### src/hw/rtl/cia_pkg.sv
// ----------------------------------------------------------------------------
// cia_pkg
// Shared types, codes and helpers for the checked integer ALU.
// ----------------------------------------------------------------------------
`default_nettype none

package cia_pkg;

    localparam int unsigned DataW = 64;
    localparam int unsigned NCells = DataW;

    localparam logic [7:0] OpAdd = 8'h2B;
    localparam logic [7:0] OpSub = 8'h2D;
    localparam logic [7:0] OpMul = 8'h2A;
    localparam logic [7:0] OpDiv = 8'h2F;
    localparam logic [7:0] OpMod = 8'h25;

    localparam logic [2:0] StOk      = 3'd0;
    localparam logic [2:0] StOvf     = 3'd1;
    localparam logic [2:0] StUnf     = 3'd2;
    localparam logic [2:0] StDivZero = 3'd3;
    localparam logic [2:0] StUnknown = 3'd4;

    localparam logic [DataW-1:0] SignBit = {1'b1, {(DataW-1){1'b0}}};

    // One transaction as it travels down the chain
    typedef struct packed {
        logic             vld;
        logic [7:0]       op;
        logic             is_mul;
        logic             is_div;     // '/' or '%'
        logic             sgn;        // operand signs differ
        logic             a_neg;
        logic [2:0]       st;
        logic [DataW-1:0] b;          // raw right operand
        logic [DataW-1:0] acc;        // product high half / remainder
        logic [DataW-1:0] q;          // product low half / quotient
        logic [DataW-1:0] m;          // multiplicand / divisor magnitude
    } t_stage;

    function automatic logic [1:0] prec_of(input logic [7:0] op);
        logic [1:0] p;
        case (op)
            OpAdd, OpSub: p = 2'd1;
            OpMod:        p = 2'd2;
            OpMul, OpDiv: p = 2'd3;
            default:      p = 2'd0;
        endcase
        return p;
    endfunction

endpackage

`default_nettype wire

### src/hw/rtl/cia_cell.sv
// ----------------------------------------------------------------------------
// cia_cell
// One bit step of shift-add multiply or restoring divide, then a register.
// ----------------------------------------------------------------------------
`default_nettype none

module cia_cell (
    input  wire logic            i_clk,
    input  wire logic            i_rst_n,
    input  wire logic            i_adv,
    input  wire cia_pkg::t_stage i_stage,
    output cia_pkg::t_stage      o_stage
);
    import cia_pkg::*;

    t_stage               n_stage;
    t_stage               r_stage;
    logic                 r_vld;
    logic [DataW:0]       w_sum;
    logic [DataW-1:0]     w_sh;
    logic [DataW:0]       w_diff;

    always_comb begin
        n_stage = i_stage;
        w_sum   = {1'b0, i_stage.acc} + {1'b0, (i_stage.q[0] ? i_stage.m : '0)};
        w_sh    = {i_stage.acc[DataW-2:0], i_stage.q[DataW-1]};
        w_diff  = {1'b0, w_sh} - {1'b0, i_stage.m};
        if (i_stage.is_mul) begin
            n_stage.acc = w_sum[DataW:1];
            n_stage.q   = {w_sum[0], i_stage.q[DataW-1:1]};
        end else if (i_stage.is_div) begin
            // keep the trial difference when it does not borrow
            n_stage.acc = w_diff[DataW] ? w_sh : w_diff[DataW-1:0];
            n_stage.q   = {i_stage.q[DataW-2:0], ~w_diff[DataW]};
        end
    end

    always_ff @(posedge i_clk) begin
        if (!i_rst_n) begin
            r_vld <= 1'b0;
        end else if (i_adv) begin
            r_vld <= i_stage.vld;
        end
    end

    always_ff @(posedge i_clk) begin
        if (i_adv) begin
            r_stage <= n_stage;
        end
    end

    always_comb begin
        o_stage     = r_stage;
        o_stage.vld = r_vld;
    end

endmodule

`default_nettype wire
### config.mk
export PLATFORM = sky130hd
export DESIGN_NAME = cia_cell
export DESIGN_NICKNAME = d
export VERILOG_FILES = /design/src/hw/rtl/cia_pkg.sv /design/src/hw/rtl/cia_cell.sv
export SDC_FILE = /design/constraint.sdc
export NUM_CORES = 1
export LEC_CHECK = 0
export ABC_AREA = 1
export BUFFER_PORTS_ARGS = -buffer_cell sky130_fd_sc_hd__buf_2
export CAP_MARGIN = 20
export CORE_MARGIN = 8
export CORE_UTILIZATION = 50
export DETAILED_ROUTE_END_ITERATION = 7
export PLACE_DENSITY = 0.78
export RECOVER_POWER = 50
export SYNTH_ARGS = -nofsm -noshare
export SYNTH_HDL_FRONTEND = slang
export SYNTH_SLANG_ARGS = --single-unit
### constraint.sdc
create_clock -name i_clk -period 2.58 [get_ports i_clk]
set_input_delay 0.387 -clock i_clk [delete_from_list [all_inputs] [get_ports i_clk]]
set_output_delay 0.387 -clock i_clk [all_outputs]
set_load 0.05 [all_outputs]
After elaboration in Yosys (flattened, before gate mapping)

Index checks and enable logic that the tools add are counted.

Add/sub/neg operators: 2
Reductions and logical operators: 0
Multiply operators: 0
Mux-type cells: 4
Equality and inequality tests: 0
Magnitude comparators: 0
Shifts and indexed selects: 0
Div/mod/pow operators: 0
Bitwise logic cells: 1

Operators with widths:

| operator                     | number |
|---|---|
| two-way mux 128 bit          | 2 |
| two-way mux 64 bit           | 2 |
| adder 64 x 64 -> 65 bit      | 1 |
| subtractor 64 x 64 -> 65 bit | 1 |
| NOT 1 bit                    | 1 |

Bits in writable memories: 0
Bits in registers: 272
Output and inout port bits: 272
Bits in latches: 0
Memories: 0
Memory bits (read-only): 0
Logic and storage cells: 18
Input port bits: 275

Longest topological paths before layout

Gate-level depths: netlist of the first run.

Depth after elaboration: 4
Gate-level depth with buffers: 20
Gate-level depth less buffers: 19

Least setup slack after synthesis of the first run

No wires, ideal clock.

Kind: input -> register
From: input port i_stage[64] in the netlist's numbering
To: register r_stage (netlist bit o_stage[165]) (data pin)
Stages on the path: 19
Arrival: 2.545 ns
Library setup time: 0.249 ns
Required time: 2.331 ns
Setup slack: -0.214 ns
Path through: clkbuf_1 > buf_1 > nand2_1 > inv_1 > ha_1 > fa_1 > nand3_1 > nand2_1 > nand2_1 > nand2_1 > inv_1 > o21ai_0 > nand2_1 > nand2_1 > nand3_1 > nand3_1 > nand3_1 > nand2_1 > inv_1

RTL lines:

| item                 | line           | RTL |
|---|---|---|
| start, declared      | cia_cell.sv:11 | `input wire cia_pkg::t_stage i_stage,` |
| end signal, assigned | cia_cell.sv:48 | `r_stage <= n_stage;` |
| end, declared        | cia_cell.sv:17 | `t_stage r_stage;` |

==> results of run 1 <==
[cell families after synthesis]
group | synth area share, %
DFF | 36.17
buffers and inverters | 12.06
and+or+nand+nor | 30.03
AOI/OAI and AO/OA | 12.79
adders and majority gates | 7.278
xor gates and xnor gates | 1.670
[cell usage after synthesis (3+ instances only)]
master | n | share of area (%)
nand2_1 | 1031 | 17
inv_1 | 617 | 10
a21oi_1 | 364 | 8.1
nor2_1 | 357 | 5.9
edfxtp_1 | 271 | 36
nand3_1 | 166 | 3.7
ha_1 | 128 | 7.1
o21ai_0 | 122 | 2.7
clkbuf_1 | 45 | 0.75
xor2_1 | 38 | 1.5
nor3_1 | 28 | 0.62
o21bai_1 | 26 | 0.87
nand4_1 | 21 | 0.58
inv_2 | 19 | 0.32
o21ai_1 | 15 | 0.33
nand2_2 | 13 | 0.36
nand3b_1 | 11 | 0.37
buf_1 | 10 | 0.17
nor4_1 | 8 | 0.22
buf_2 | 7 | 0.16
nand3_2 | 7 | 0.31
nor2_2 | 6 | 0.17
a21oi_2 | 5 | 0.19
o21a_1 | 5 | 0.17
xnor2_1 | 5 | 0.19
and2_1 | 4 | 0.11
buf_4 | 4 | 0.13
a21boi_0 | 3 | 0.10
a21o_1 | 3 | 0.10
a31oi_1 | 3 | 0.083
nand2_4 | 3 | 0.15
[per-stage QoR]
step	setup TNS, ns	setup slack [ns]	area, sq um
2_1_floorplan	0	0.01931	22570
4_1_cts	0	0.06682	32560
6_report	0	0.02817	32620
5_1_grt	-0.1428	-0.03239	32610
3_3_place_gp	-23.44	-0.5108	30710
3_5_place_dp	-26.95	-0.5708	30710
[area by class of cell]
class                   instances  area [sq um]
fillers                      3760         12370
multi-input cells            2388         11900
repair buffers               1252          8299
flip-flops and latches        272          8158
inverters                     636          2391
clock buffers                  34         765.7
well taps                     600         750.7
clock inverters                21         341.6
diodes                          8         20.02
[sequential cells by signal (all words and copies together) (netlist names)]
| signal | cells |
|---|---|
| r_vld | 1 |
| o_stage | 271 |
[per-layer routing]
metal  up-vias  wire, um  global-route usage (%)
li1      13200         -                       -
met1     12610     40080                   46.71
met2      1985     49510                   65.74
met3       554     12370                   10.03
met4        26     11510                   33.39
met5         -       168                       0
[power groups by stage]
stage / logic (W) / registers [W] / clock network, W
final: 0.00708 / 0.00555 / 0.00500
after global routing: 0.00746 / 0.00556 / 0.00512
after CTS: 0.00690 / 0.00552 / 0.00495
after detailed placement: 0.00677 / 0.00560 / 0
after global placement: 0.00672 / 0.00559 / 0
after floorplan: 0.00229 / 0.00705 / 0
[worst register-to-register path, cell delays in order (launching register included)]
cell,delay [ns]
dfxtp_1,0.32
o21ai_0,0.19
a21oi_1,0.06
[final timing paths]
path,startpoint,endpoint,slack (ns)
worst max-delay path,i_stage[3],o_stage[174],0.03
worst min-delay path,i_stage[271],r_vld,0.02
worst max register to register,r_vld,r_vld,1.91
worst min register to register,r_vld,r_vld,0.59
[repair_timing]
action | in CTS | in global routing
hold buffers | 75 | 0
resized for setup | 0 | 66
setup endpoints to repair | 0 | 44
hold endpoints to repair | 75 | 0
==> out/qor.csv, run 1 <==
stage,metric,value,unit
outcome,failed_checks,"capacitance limit, slew limit",
power_and_ir_drop,vdd_ir_drop_max,642.7,uV
sta,min_period,2.552,ns
setup_path,arrival,2.93,ns
sta,drv_slew,33,
clock_tree,root_buffer,clkbuf_16,
power_and_ir_drop,p_total,0.01762,W
sta,fmax,391.9,MHz
drt,wl_per_cell,21.81,um
floorplanning,fp.dieH,228.4,um
sta,slew-limit-headroom,-38.85,%
floorplanning,die-area,52170,sq um
drt,finalWirelength,113.6,mm
layout,layout.cells.non_filler,5211,
placed_design,io_buffer_count,546,
power_and_ir_drop,power_frac_clock,28.4,%
layout,post-route-util,72.51,%
setup_path,cp_max_fo,5,
power_and_ir_drop,internal_power,0.01066,W
clock_tree,clockBufferDepth,3,
outcome,status,finished with violations,
sta,fin_worst_skew,0,ns
setup_path,rr_worst_depth,2,
clock_tree,worstSkewPairLatency,0.62,ns
logic_synthesis,synthDistinctLibCells,45,
logic_synthesis,synth_seq_cells,272,
setup_path,slowest_delay,0.37,ns
placed_design,dp_hpwl,90.40,mm
drt,routed-via-count,28370,
logic_synthesis,synth.avg_cell_area,6.701,sq um
power_and_ir_drop,p_comb_share,40.2,%
sta,tightest_slew,2.083,ns
setup_path,cpMostUsedCell,nand2_1,
sta,final.period_utilization,98.91,%
drt,drt-initial-drc-count,3382,
sta,setup_viol,0,
logic_synthesis,synth_cells,3366,
clock_tree,post_cts_buffers,0,
drt,first_pass_iters,7,
floorplanning,rows,78,
logic_synthesis,syn_area,22560,sq um
logic_synthesis,async_flop_share,0,%
sta,hold_violations,0,
logic_synthesis,mappedNetlistNets,3771,
global_routing,grt_max_degree,84,
setup_path,path_class,input pin to flop,
clock_tree,cts.sinks,272,
layout,drive_gt1_share,27.55,%
logic_synthesis,ys_seq_area_share,36.17,%
setup_path,path_cells,clkbuf_1 -> inv_1 -> ha_1 -> a21oi_1 -> nand2_2 -> nand2_1 -> nand2_1 -> nand3_1 -> nand2_1 -> nand3_1 -> nand4_1 -> nand2_1 -> nor2_1 -> buf_4 -> nor2_1 -> nor2_1,
power_and_ir_drop,switchingPower,0.006955,W
logic_synthesis,synth_edf_count,271,
clock_tree,cts_made_buffers,30,
clock_tree,clk_pin_slew_worst_paths,0.07,ns
layout,syn2layout_area_growth,44.62,%
drt,drc_errors,0,
global_routing,global_route.overflow_total,0,
floorplanning,ios,547,
global_routing,antenna_found_initial,23,
job,maxCapViolations,1,
global_routing,first_global_vias,27160,
hold_path,hold_depth,3,
power_and_ir_drop,power.density,540.1,nW/um^2
global_routing,grtUsageTotal,41.18,%
hold_path,hp-class,input pin to flop,
drt,drtAntennaViolNets,0,
power_and_ir_drop,power.leakage,17.25,nW
layout,final_cell_mix,"nand2_1 (1024), inv_1 (615), buf_4 (577)",
setup_path,endpoint_kind,flop,
logic_synthesis,yosys_warnings,0,
drt,viasPerCell,5.444,
floorplanning,core_area,44990,sq um
layout,final_common_cell,nand2_1,
power_and_ir_drop,pwr-share-seq,31.5,%
layout,final_nets,4985,
placed_design,placed_cells,5072,
clock_tree,htreeDepth,1,
setup_path,start_kind,input pin,
sta,holdWs,0.02280,ns
setup_path,worst-path-stages,16,
placed_design,place_congestion,1.087,
floorplanning,die_w,228.4,um
setup_path,critPathBufInv,3,
clock_tree,cts_tree,yes,
setup_path,cp.required,2.96,ns
global_routing,grt_pass1_wl,164.2,mm
floorplanning,start_util,50.14,%
sta,rsz0062_at_grt,true,
power_and_ir_drop,swShare,39.47,%
setup_path,slowest_stage,ha_1,
logic_synthesis,synth_ff_type,edfxtp_1,
setup_path,critPathTopFamily,simple AND/OR/NAND/NOR gates,
Power figures use the tool's default switching activity.
==> inputs of run 2 (changes only) <==
--- a/config.mk
+++ b/config.mk
@@ -8,10 +8,12 @@
 export ABC_AREA = 1
 export BUFFER_PORTS_ARGS = -buffer_cell sky130_fd_sc_hd__buf_2
 export CAP_MARGIN = 20
+export CELL_PAD_IN_SITES_DETAIL_PLACEMENT = 0
+export CELL_PAD_IN_SITES_GLOBAL_PLACEMENT = 1
 export CORE_MARGIN = 8
-export CORE_UTILIZATION = 50
+export CORE_UTILIZATION = 35
 export DETAILED_ROUTE_END_ITERATION = 7
-export PLACE_DENSITY = 0.78
+export PLACE_DENSITY = 0.87
 export RECOVER_POWER = 50
 export SYNTH_ARGS = -nofsm -noshare
 export SYNTH_HDL_FRONTEND = slang
==> run 2 against run 1 <==
Against the previous run: the run now ends clean; largest power group unchanged; clock skew is the same; global-route usage shrank 10 points; largest cell class unchanged; critical path type unchanged; cell count grew 5.4%; hold slack gained 0.030 ns; sequential share of layout area shrank 0.33 points; clock power grew 1%; non-clock buffer count grew 19; die area grew 40%.
==> out/qor.csv, run 2 (synthesis results as in run 1) <==
stage,metric,value,unit
layout,final_common_cell,nand2_1,
power_and_ir_drop,power.leakage,17.38,nW
layout,drive_gt1_share,28.38,%
layout,design_area,33060,sq um
drt,drt-initial-drc-count,2529,
sta,slew-limit-headroom,15.53,%
clock_tree,cts.sinks,272,
placed_design,dp_hpwl,98.86,mm
drt,finalWirelength,117.7,mm
drt,drtAntennaViolNets,0,
drt,drc_errors,0,
floorplanning,rows,93,
layout,final_cell_mix,"nand2_1 (1022), inv_1 (615), buf_4 (606)",
floorplanning,die-area,72830,sq um
sta,rsz0062_at_grt,true,
floorplanning,die_w,269.9,um
sta,setup_viol,0,
drt,routed-via-count,27150,
placed_design,placed_area,31150,sq um
layout,seq_area,8158,sq um
job,maxCapViolations,0,
setup_path,endpoint_kind,flop,
layout,post-route-util,51.57,%
global_routing,grtUsageTotal,30.81,%
layout,final_nets,5009,
clock_tree,clk_pin_slew_worst_paths,0.06,ns
layout,syn2layout_area_growth,46.57,%
power_and_ir_drop,power.density,534.4,nW/um^2
sta,min_period,2.546,ns
layout,layout.cells.non_filler,5494,
floorplanning,ios,547,
hold_path,hp-class,input pin to flop,
layout,multi_input_area,11910,sq um
setup_path,path_class,input pin to flop,
sta,drv_slew,0,
global_routing,global_route.overflow_total,0,
drt,wl_per_cell,21.42,um
global_routing,first_global_vias,26230,
placed_design,placed_cells,5351,
setup_path,cp_max_fo,37,
placed_design,io_buffer_count,546,
layout,n_fill_cell,6533,
floorplanning,core_area,64120,sq um
clock_tree,root_buffer,clkbuf_16,
drt,first_pass_iters,6,
drt,viasPerCell,4.942,
placed_design,place_congestion,0.9831,
clock_tree,clockBufferDepth,3,
outcome,status,completed,
setup_path,arrival,2.88,ns
clock_tree,cts_made_buffers,35,
global_routing,antenna_found_initial,18,
sta,hold_violations,0,
floorplanning,start_util,35.18,%
layout,largest_reg_flops,271,
clock_tree,worstSkewPairLatency,0.56,ns
setup_path,cp.required,2.91,ns
sta,final.period_utilization,98.70,%
global_routing,grt_pass1_wl,168.8,mm
sta,tightest_slew,1.267,ns
sta,fmax,392.7,MHz
global_routing,grt_max_degree,107,
clock_tree,htreeDepth,2,
power_and_ir_drop,vdd_ir_drop_max,560.1,uV
clock_tree,cts_tree,yes,
setup_path,start_kind,input pin,
power_and_ir_drop,p_total,0.01767,W
sta,holdWs,0.05309,ns
sta,fin_worst_skew,0,ns
floorplanning,fp.dieH,269.9,um
[run 2: final cells by class]
cell class / count / area share, %
Sequential cell: 272 / 24.67
Multi-Input combinational cell: 2388 / 36.03
Clock buffer: 35 / 2.649
Tap cell: 855 / 3.236
Antenna cell: 9 / 0.06812
Timing Repair Buffer: 1271 / 25.31
Inverter: 636 / 7.232
Clock inverter: 28 / 0.7985
[run 2: worst max-delay path, cell delays in order]
cell	delay [ns]
buf_2	0.20
buf_12	0.25
nand2_1	0.10
inv_1	0.08
ha_2	0.31
a21oi_2	0.24
a21boi_1	0.35
nand2_1	0.14
o21bai_1	0.20
a21oi_1	0.14
nand2_1	0.16
nand2_1	0.09
nand2_1	0.05
nor2_1	0.10
nor2_1	0.05
[run 2: final timing paths]
check | slack [ns] | depth (start not counted) | to | startpoint
worst max register to register | 1.77 | 2 | r_vld | r_vld
worst min-delay path | 0.05 | 3 | r_vld | i_stage[271]
worst max-delay path | 0.03 | 15 | o_stage[184] | i_stage[64]
worst min register to register | 0.65 | 2 | r_vld | r_vld
[run 2: power by group]
part	switching, W	total, W	internal (W)
clock	0.00222	0.00505	0.00283
combinational	0.00468	0.00706	0.00238
sequential	0.000185	0.00556	0.00538
total	0.00708	0.0177	0.0106
[run 2: repair_timing]
action                                  4_1_cts  5_1_grt
endpoints found under the setup margin        3       47
gates cloned                                  0        2
hold buffers                                 64        3
resized for setup                             2       76
hold endpoints to repair                     64        3
buffers inserted                              0        2
[run 2: through the flow]
| step | setup slack, ns | setup TNS [ns] |
|---|---|---|
| 3_5_place_dp | -0.7001 | -28.63 |
| 3_3_place_gp | -0.6877 | -26.13 |
| 4_1_cts | 0.01201 | 0 |
| 6_report | 0.03358 | 0 |
| 2_1_floorplan | 0.01931 | 0 |
| 5_1_grt | -0.06693 | -1.185 |
[run 2: routing by layer]
| layer | routed length [um] | track usage, % | vias up |
|---|---|---|---|
| li1 | - | - | 13230 |
| met1 | 46340 | 36.43 | 12390 |
| met2 | 55370 | 53.02 | 1228 |
| met3 | 9562 | 6.886 | 282 |
| met4 | 6300 | 13.84 | 18 |
| met5 | 100 | 0 | - |
